### config.mk
export PLATFORM = sky130hd
export DESIGN_NAME = zip_central_directory_parser
export DESIGN_NICKNAME = d
export VERILOG_FILES = /design/src/sv/zcdp_pkg.sv /design/src/sv/zip_central_directory_parser.sv
export SDC_FILE = /design/constraint.sdc
export NUM_CORES = 2
export LEC_CHECK = 0
export BUFFER_PORTS_ARGS = -buffer_cell sky130_fd_sc_hd__buf_2
export CAP_MARGIN = 25
export CELL_PAD_IN_SITES_DETAIL_PLACEMENT = 1
export CELL_PAD_IN_SITES_GLOBAL_PLACEMENT = 2
export CORE_AREA = 2 2 286 288
export DETAILED_ROUTE_END_ITERATION = 7
export DIE_AREA = 0 0 288 290
export PLACE_DENSITY = 0.9
export SLEW_MARGIN = 20
export SYNTH_ARGS = -nofsm -noshare
export SYNTH_HDL_FRONTEND = slang
export SYNTH_SLANG_ARGS = --single-unit
### constraint.sdc
create_clock -name clk -period 13.5 [get_ports clk]
set_input_delay 2.025 -clock clk [delete_from_list [all_inputs] [get_ports clk]]
set_output_delay 2.025 -clock clk [all_outputs]
set_load 0.02 [all_outputs]
### src/sv/zcdp_pkg.sv
// Shared types, constants and hash helper for the ZIP central directory parser.
package zcdp_pkg;

	// Fixed entry header layout
	localparam int unsigned HEADER_BYTES = 46;
	localparam int unsigned POS_W        = 6;
	localparam int unsigned SKIP_W       = 18;
	localparam int unsigned EXTRA_W      = 17;

	localparam logic [31:0] CD_SIGNATURE = 32'h0201_4b50;
	localparam logic [63:0] FNV_BASIS    = 64'd14695981039346656037;
	localparam logic [63:0] FNV_PRIME    = 64'd1099511628211;
	localparam logic [15:0] LIMIT_RESET  = 16'd256;

	// Header byte positions at which a field is complete
	localparam logic [POS_W-1:0] POS_SIG      = 6'd3;
	localparam logic [POS_W-1:0] POS_METHOD   = 6'd11;
	localparam logic [POS_W-1:0] POS_PACKED   = 6'd23;
	localparam logic [POS_W-1:0] POS_UNPACKED = 6'd27;
	localparam logic [POS_W-1:0] POS_NAME_LEN = 6'd29;
	localparam logic [POS_W-1:0] POS_EXTRA    = 6'd31;
	localparam logic [POS_W-1:0] POS_COMMENT  = 6'd33;
	localparam logic [POS_W-1:0] POS_LAST     = POS_W'(HEADER_BYTES - 1);

	// Parse phase, one-hot
	typedef enum logic [2:0] {
		PH_HEADER = 3'b001,
		PH_NAME   = 3'b010,
		PH_SKIP   = 3'b100
	} phase_t;

	// Result record kinds
	typedef enum logic [1:0] {
		KIND_ENTRY = 2'd0,
		KIND_END   = 2'd1,
		KIND_TRUNC = 2'd2
	} kind_t;

	// One FNV-1a 64 step; the prime is 2^40 + 0x1b3, so the product is a shift-add
	function automatic logic [63:0] fnv_step(input logic [63:0] h, input logic [7:0] b);
		logic [63:0] x;
		x = h ^ {56'd0, b};
		return (x << 40) + (x << 8) + (x << 7) + (x << 5) + (x << 4) + (x << 1) + x;
	endfunction

endpackage

### src/sv/zip_central_directory_parser.sv
// A record is registered and presented in the cycle after the byte that completes it is accepted.
// Throughput: one byte per cycle while in_ready is high; the FNV step (constant shift-add) fits in that cycle.
// Input stalls only while a record waits in the output register and out_ready is low.
// Reset (arst_n low, asynchronous) returns the parser to the header phase, clears the
// output valid flag and sets the name limit to 256.
module zip_central_directory_parser import zcdp_pkg::*; (
	input  logic        clk,
	input  logic        arst_n,
	// configuration
	input  logic        name_limit_we,
	input  logic [15:0] name_limit,
	// byte stream
	input  logic        in_valid,
	output logic        in_ready,
	input  logic [7:0]  data_byte,
	input  logic        stream_end,
	// records
	output logic        out_valid,
	input  logic        out_ready,
	output logic [1:0]  record_kind,
	output logic [15:0] method,
	output logic [31:0] packed_size,
	output logic [31:0] unpacked_size,
	output logic [15:0] name_bytes,
	output logic [31:0] header_offset,
	output logic [63:0] name_digest,
	output logic        name_hashed
);

	// Parse state
	logic [15:0]        limit_q;
	logic [POS_W-1:0]   pos_q,     pos_d;
	phase_t             phase_q,   phase_d;
	logic [SKIP_W-1:0]  skip_q,    skip_d;
	logic [31:0]        shift_q,   shift_d;
	logic [15:0]        method_q,  method_d;
	logic [31:0]        packed_q,  packed_d;
	logic [31:0]        unpacked_q, unpacked_d;
	logic [15:0]        nlen_q,    nlen_d;
	logic [31:0]        offset_q,  offset_d;
	logic [EXTRA_W-1:0] extra_q,   extra_d;
	logic [63:0]        hash_q,    hash_d;
	logic               hash_en_q, hash_en_d;
	logic               stopped_q, stopped_d;

	// Step outcome
	logic               acc;
	logic               emit;
	kind_t              kind;
	logic               done;
	logic               bad;
	logic [15:0]        hi;
	logic               rec_hashed;

	// Output register
	logic               out_valid_q;
	kind_t              out_kind_q;
	logic [15:0]        out_method_q;
	logic [31:0]        out_packed_q;
	logic [31:0]        out_unpacked_q;
	logic [15:0]        out_nlen_q;
	logic [31:0]        out_offset_q;
	logic [63:0]        out_digest_q;
	logic               out_hashed_q;

	assign in_ready = !out_valid_q || out_ready;
	assign acc      = in_valid && in_ready;

	// Next state for one byte
	always_comb begin
		pos_d      = pos_q;
		phase_d    = phase_q;
		skip_d     = skip_q;
		shift_d    = shift_q;
		method_d   = method_q;
		packed_d   = packed_q;
		unpacked_d = unpacked_q;
		nlen_d     = nlen_q;
		offset_d   = offset_q;
		extra_d    = extra_q;
		hash_d     = hash_q;
		hash_en_d  = hash_en_q;
		stopped_d  = stopped_q;
		done       = 1'b0;
		bad        = 1'b0;
		hi         = 16'd0;

		if (!stopped_q) begin
			case (phase_q)
				PH_HEADER: begin
					shift_d = {data_byte, shift_q[31:8]};
					hi      = shift_d[31:16];
					case (pos_q)
						POS_SIG:      bad = (shift_d != CD_SIGNATURE);
						POS_METHOD:   method_d = hi;
						POS_PACKED:   packed_d = shift_d;
						POS_UNPACKED: unpacked_d = shift_d;
						POS_NAME_LEN: nlen_d = hi;
						POS_EXTRA:    extra_d = {1'b0, hi};
						POS_COMMENT:  extra_d = extra_q + {1'b0, hi};
						POS_LAST:     offset_d = shift_d;
						default:      ;
					endcase
					if (!bad && pos_q >= POS_LAST) begin
						// header complete: choose the next phase
						hash_en_d = (nlen_q < limit_q);
						hash_d    = FNV_BASIS;
						pos_d     = '0;
						if (nlen_q != 16'd0) begin
							phase_d = PH_NAME;
							skip_d  = {2'b00, nlen_q};
						end else if (extra_q != '0) begin
							phase_d = PH_SKIP;
							skip_d  = {1'b0, extra_q};
						end else begin
							done = 1'b1;
						end
					end else if (!bad) begin
						pos_d = pos_q + POS_W'(1);
					end
				end
				PH_NAME: begin
					if (hash_en_q) begin
						hash_d = fnv_step(hash_q, data_byte);
					end
					if (skip_q <= SKIP_W'(1)) begin
						skip_d = '0;
						if (extra_q != '0) begin
							phase_d = PH_SKIP;
							skip_d  = {1'b0, extra_q};
						end else begin
							done = 1'b1;
						end
					end else begin
						skip_d = skip_q - SKIP_W'(1);
					end
				end
				PH_SKIP: begin
					if (skip_q <= SKIP_W'(1)) begin
						skip_d = '0;
						done   = 1'b1;
					end else begin
						skip_d = skip_q - SKIP_W'(1);
					end
				end
				default: begin
					phase_d = PH_HEADER;
				end
			endcase
		end

		// Hash enable as it stands for this entry, including one decided on this byte
		rec_hashed = hash_en_d;

		// Record selection
		emit = !stopped_q && (done || bad || stream_end);
		if (done) begin
			kind = KIND_ENTRY;
		end else if (bad) begin
			kind = KIND_END;
		end else begin
			kind = KIND_TRUNC;
		end

		if (bad && !done) begin
			stopped_d = 1'b1;
		end

		// End of entry, bad signature or stream end: back to the header phase
		if (done || bad || stream_end) begin
			pos_d     = '0;
			phase_d   = PH_HEADER;
			skip_d    = '0;
			shift_d   = '0;
			extra_d   = '0;
			hash_en_d = 1'b0;
		end
		if (stream_end) begin
			stopped_d = 1'b0;
		end
	end

	// Configuration register
	always_ff @(posedge clk or negedge arst_n) begin
		if (!arst_n) begin
			limit_q <= LIMIT_RESET;
		end else if (name_limit_we) begin
			limit_q <= name_limit;
		end
	end

	// Parse state registers
	always_ff @(posedge clk or negedge arst_n) begin
		if (!arst_n) begin
			pos_q      <= '0;
			phase_q    <= PH_HEADER;
			skip_q     <= '0;
			shift_q    <= '0;
			method_q   <= '0;
			packed_q   <= '0;
			unpacked_q <= '0;
			nlen_q     <= '0;
			offset_q   <= '0;
			extra_q    <= '0;
			hash_q     <= FNV_BASIS;
			hash_en_q  <= 1'b0;
			stopped_q  <= 1'b0;
		end else if (acc) begin
			pos_q      <= pos_d;
			phase_q    <= phase_d;
			skip_q     <= skip_d;
			shift_q    <= shift_d;
			method_q   <= method_d;
			packed_q   <= packed_d;
			unpacked_q <= unpacked_d;
			nlen_q     <= nlen_d;
			offset_q   <= offset_d;
			extra_q    <= extra_d;
			hash_q     <= hash_d;
			hash_en_q  <= hash_en_d;
			stopped_q  <= stopped_d;
		end
	end

	// Output valid
	always_ff @(posedge clk or negedge arst_n) begin
		if (!arst_n) begin
			out_valid_q <= 1'b0;
		end else if (acc && emit) begin
			out_valid_q <= 1'b1;
		end else if (out_ready) begin
			out_valid_q <= 1'b0;
		end
	end

	// Output payload; only entry records carry fields
	always_ff @(posedge clk) begin
		if (acc && emit) begin
			out_kind_q <= kind;
			if (done) begin
				out_method_q   <= method_d;
				out_packed_q   <= packed_d;
				out_unpacked_q <= unpacked_d;
				out_nlen_q     <= nlen_d;
				out_offset_q   <= offset_d;
				out_digest_q   <= rec_hashed ? hash_d : 64'd0;
				out_hashed_q   <= rec_hashed;
			end else begin
				out_method_q   <= '0;
				out_packed_q   <= '0;
				out_unpacked_q <= '0;
				out_nlen_q     <= '0;
				out_offset_q   <= '0;
				out_digest_q   <= '0;
				out_hashed_q   <= 1'b0;
			end
		end
	end

	assign out_valid     = out_valid_q;
	assign record_kind   = out_kind_q;
	assign method        = out_method_q;
	assign packed_size   = out_packed_q;
	assign unpacked_size = out_unpacked_q;
	assign name_bytes    = out_nlen_q;
	assign header_offset = out_offset_q;
	assign name_digest   = out_digest_q;
	assign name_hashed   = out_hashed_q;

	// A stopped directory never produces a record
	a_stopped_silent: assert property (@(posedge clk) disable iff (!arst_n)
		(acc && stopped_q) |-> !emit)
		else $error("record emitted while directory stopped");

	// Stream end always returns to a clean header phase
	a_end_clears: assert property (@(posedge clk) disable iff (!arst_n)
		(acc && stream_end) |=> (!stopped_q && phase_q == PH_HEADER && pos_q == '0))
		else $error("parse state not cleared after stream end");

	// Header position is idle outside the header phase
	a_pos_idle: assert property (@(posedge clk) disable iff (!arst_n)
		(phase_q != PH_HEADER) |-> (pos_q == '0))
		else $error("header position nonzero outside header phase");

	// Header position stays within the fixed header
	a_pos_range: assert property (@(posedge clk) disable iff (!arst_n)
		(phase_q == PH_HEADER) |-> (pos_q <= POS_LAST))
		else $error("header position beyond header length");

	// Non-entry records carry no digest
	a_plain_record: assert property (@(posedge clk) disable iff (!arst_n)
		(out_valid_q && out_kind_q != KIND_ENTRY) |-> (out_digest_q == 64'd0 && !out_hashed_q))
		else $error("end or truncation record carries a digest");

endmodule
==> impl_results.md <==
- Max Slew Vio Count: 0
- Half-perimeter wire length after placement: 75400 um
- Tcrit/Tclk final: 0.622
- CP Max Fanout: 15
- Ys async rst share: 0.589
- Clk root buf: clkbuf_16
- Worst Setup End Kind: register
- Critical Path AT: 8.79 ns
- GR Layer Usage met1: 0.341
- Power Dens Cells: 247 mW/mm^2
- Die width: 288 um
- EDFF count, synth: 195
- Synthesized flop and latch total: 474
- Synth warn: 0
- Grt peak-use layer: met2
- Peak VDD IR: 0.000185 V
- Seq pwr share: 0.201
- Synth Flop Type: dfrtp_1
- Unrepaired setup endpoints after global routing: false
- Area Growth Syn to Fin: 13.3%
- GPL Wtd Cong: 0.915
- Final min period: 8.40 ns
- Gr usage total: 0.253
- Final hold violation count: 0
- Clk buf depth: 3
- Final Setup Violations: 0
- Via count: 24600
- Critical Path RT: 13.89 ns
- Status: finished clean
- Cells after DPL: 4359
- Clk pin slew, worst setup/hold paths: 0.06 ns
- Worst setup SP type: input port
- Core area: 0.0802 mm^2
- Seq/Total Area, Yosys: 0.404
- Vias per inst: 5.52
- Setup TNS: 0 ns
- Post-route ant nets: 0
- Actual slew at the worst max-slew pin: 1.03 ns
- Combinational power share: 0.620
- # DRC: 0
- Die area: 0.0835 mm^2
- # IOs: 227
- Max transition margin: 0.312
- Die height: 290 um
- Initial core utilization: 0.397
- Sw power: 4.34 mW
- Final WL: 105000 um
- CP Class: input port to register
- Vias in the first global route: 26400
- Worst-skew pair later-pin latency: 0.63 ns
- Largest net degree at the start of global routing: 122
- Finished Layout Cells: 4460
- Syn nets: 3601
- Hold crit path type: register to register
- Drt initial violations: 1443
- Layout cells sized above 1: 0.163
- Initial antenna violation count: 5
- Nets: 3777
- Wire per inst: 23.5 um
- Met3 usage: 0.0586
- First-pass GRT wire length: 162000 um
- Syn Inst Count: 3179
- Sw frac: 0.487
- Internal: 4.57 mW
- Post-CTS Setup Inserts: 0
- Clk_skew: 0.0329 ns
- IO buf count: 226
- CTS tree: yes
- Final core occ: 0.450
- Met2 usage: 0.403
- Total iterations of the first detailed-routing run: 5
- Clock Sink Count: 474
- Power, Total: 8.91 mW
- Post-CTS sizing: 0
- FP Rows: 104
- TritonCTS Buffers: 53
- Max Cap Violations: 0
- Mapped Avg Cell Area: 10.0 um^2
- Synth Cell Area: 0.0319 mm^2
- H-Tree Depth: 2
- # hold bufs at CTS: 0
- Distinct cells, synth: 76
- FMAX: 119 MHz
- Leakage power: 16.2 nW
- Clk pwr share: 0.179
- Hold WS: 0.508 ns
- Grt total ovfl: 0
Yosys cell counts, types with 7 or more instances:
| library cell | count | area share |
|---|---|---|
| nand2_1 | 474 | 0.056 |
| inv_1 | 430 | 0.051 |
| a21oi_1 | 268 | 0.042 |
| dfrtp_1 | 249 | 0.20 |
| fa_1 | 246 | 0.15 |
| edfxtp_1 | 195 | 0.18 |
| nor2_1 | 165 | 0.019 |
| ha_1 | 146 | 0.057 |
| o21ai_0 | 145 | 0.023 |
| clkbuf_1 | 141 | 0.017 |
| mux2_2 | 130 | 0.046 |
| xnor2_1 | 58 | 0.016 |
| xor2_1 | 41 | 0.011 |
| a21o_1 | 33 | 0.0078 |
| nor3_1 | 33 | 0.0052 |
| dfstp_2 | 30 | 0.025 |
| a31oi_1 | 28 | 0.0055 |
| nand3_1 | 27 | 0.0042 |
| a22o_1 | 25 | 0.0069 |
| a22oi_1 | 24 | 0.0057 |
| nand2b_1 | 18 | 0.0035 |
| nor4_1 | 17 | 0.0033 |
| o31ai_1 | 17 | 0.0040 |
| o21ai_1 | 15 | 0.0024 |
| or3_1 | 15 | 0.0029 |
| a211oi_1 | 14 | 0.0033 |
| nand4_1 | 13 | 0.0026 |
| a222oi_1 | 12 | 0.0038 |
| nor2b_1 | 12 | 0.0024 |
| and3_1 | 11 | 0.0022 |
| o22ai_1 | 11 | 0.0022 |
| o21bai_1 | 10 | 0.0024 |
| and2_1 | 8 | 0.0016 |
| a221oi_1 | 7 | 0.0019 |
| buf_1 | 7 | 0.00082 |
| mux2i_1 | 7 | 0.0022 |
| nor4b_1 | 7 | 0.0019 |
| o21a_1 | 7 | 0.0016 |
power groups by stage:
stage | clock, mW | sequential (mW) | combinational [mW]
3_3_place_gp | 0 | 1.80 | 5.34
4_1_cts | 1.63 | 1.78 | 5.49
3_5_place_dp | 0 | 1.81 | 5.43
2_1_floorplan | 0 | 1.83 | 3.83
5_1_grt | 1.67 | 1.80 | 6.14
6_report | 1.59 | 1.79 | 5.53
registers in the layout (all words and copies together) (netlist names), 6 cells and up:
signal	flops
unpacked_q	32
shift_q	24
unpacked_size	32
method	16
packed_q	32
name_bytes	16
header_offset	32
extra_q	17
packed_size	32
nlen_q	16
limit_q	16
pos_q	6
skip_q	18
offset_q	32
name_digest	64
method_q	16
hash_q	64
path summary, 6_finish.rpt:
| kind | endpoint | from | slack, ns | cells after the start |
|---|---|---|---|---|
| worst min-delay path | unpacked_q[16]$_DFFE_PN0P_ | unpacked_q[16]$_DFFE_PN0P_ | 0.51 | 1 |
| worst min register to register | unpacked_q[16]$_DFFE_PN0P_ | unpacked_q[16]$_DFFE_PN0P_ | 0.51 | 1 |
| worst max-delay path | name_digest[60]$_SDFFCE_PN0P_ | data_byte[7] | 5.10 | 21 |
| min in group asynchronous | unpacked_q[12]$_DFFE_PN0P_ | arst_n | 1.40 | 1 |
| worst max register to register | name_digest[60]$_SDFFCE_PN0P_ | hash_q[21]$_DFFE_PN1P_ | 6.31 | 20 |
| max in group asynchronous | hash_q[28]$_DFFE_PN0P_ | arst_n | 10.05 | 3 |
final cells by class:
| class | count | area (um^2) |
|---|---|---|
| Inverter | 431 | 1620 |
| Timing Repair Buffer | 276 | 1530 |
| Multi-Input combinational cell | 2119 | 16800 |
| Fill cell | 9074 | 44100 |
| Tap cell | 1060 | 1330 |
| Clock buffer | 68 | 1460 |
| Antenna cell | 1 | 2.50 |
| Clock inverter | 31 | 450 |
| Sequential cell | 474 | 12900 |
stage by stage:
step	setup slack, ns	cell area, um^2
after floorplan	1.54	31900
after global placement	4.80	34200
after detailed placement	4.60	34200
after CTS	5.24	36100
after global routing	4.77	36100
final	5.10	36100
logic make-up (layout without fill, tap and decap cells):
group	after synthesis	count (layout)	synth area share
compound gates	662	662	0.126
xor+xnor	99	99	0.0272
fa+ha+maj	392	392	0.212
buf+inv	586	806	0.0703
flops	474	474	0.404
mux	137	137	0.0481
other cells	0	1	0
simple gates	829	829	0.113
layout by cell type (no fill, tap or decap), drive strengths merged, types with 12 or more instances in the layout:
cell	instances
or3	15
nor4	17
dfrtp	249
fa	246
xnor2	58
nor3	33
xor2	41
a22oi	24
a22o	25
clkinv	16
nor2b	12
ha	146
nor2	165
a222oi	12
o21ai	160
a21o	33
a21oi	268
dfstp	30
nand2	476
nand4	13
a211oi	14
nand3	28
buf	276
mux2	130
nand2b	18
inv	434
edfxtp	195
clkbuf	68
o31ai	17
a31oi	28
routing by layer:
metal | vias to the layer above | part of all wire
met1 | 12800 | 0.43
met4 | 6 | 0.034
li1 | 11000 | -
met2 | 666 | 0.47
met3 | 184 | 0.067
met5 | - | 0.00036
critical path, stage by stage:
cell and delay, ns:
buf_2 0.08, buf_4 0.26, xor2_1 0.68, inv_1 0.24, fa_1 0.55, inv_1 0.06, fa_1 0.46, fa_1 0.49
ha_1 0.31, ha_1 0.38, a21oi_1 0.30, o21ai_0 0.18, a221oi_1 0.40, a21oi_1 0.28, o21bai_1 0.32, o21ai_0 0.21
a221oi_1 0.65, o21a_1 0.28, o2111ai_1 0.17, xnor2_1 0.18, a32o_1 0.25
(Power assumes the default switching activity.)
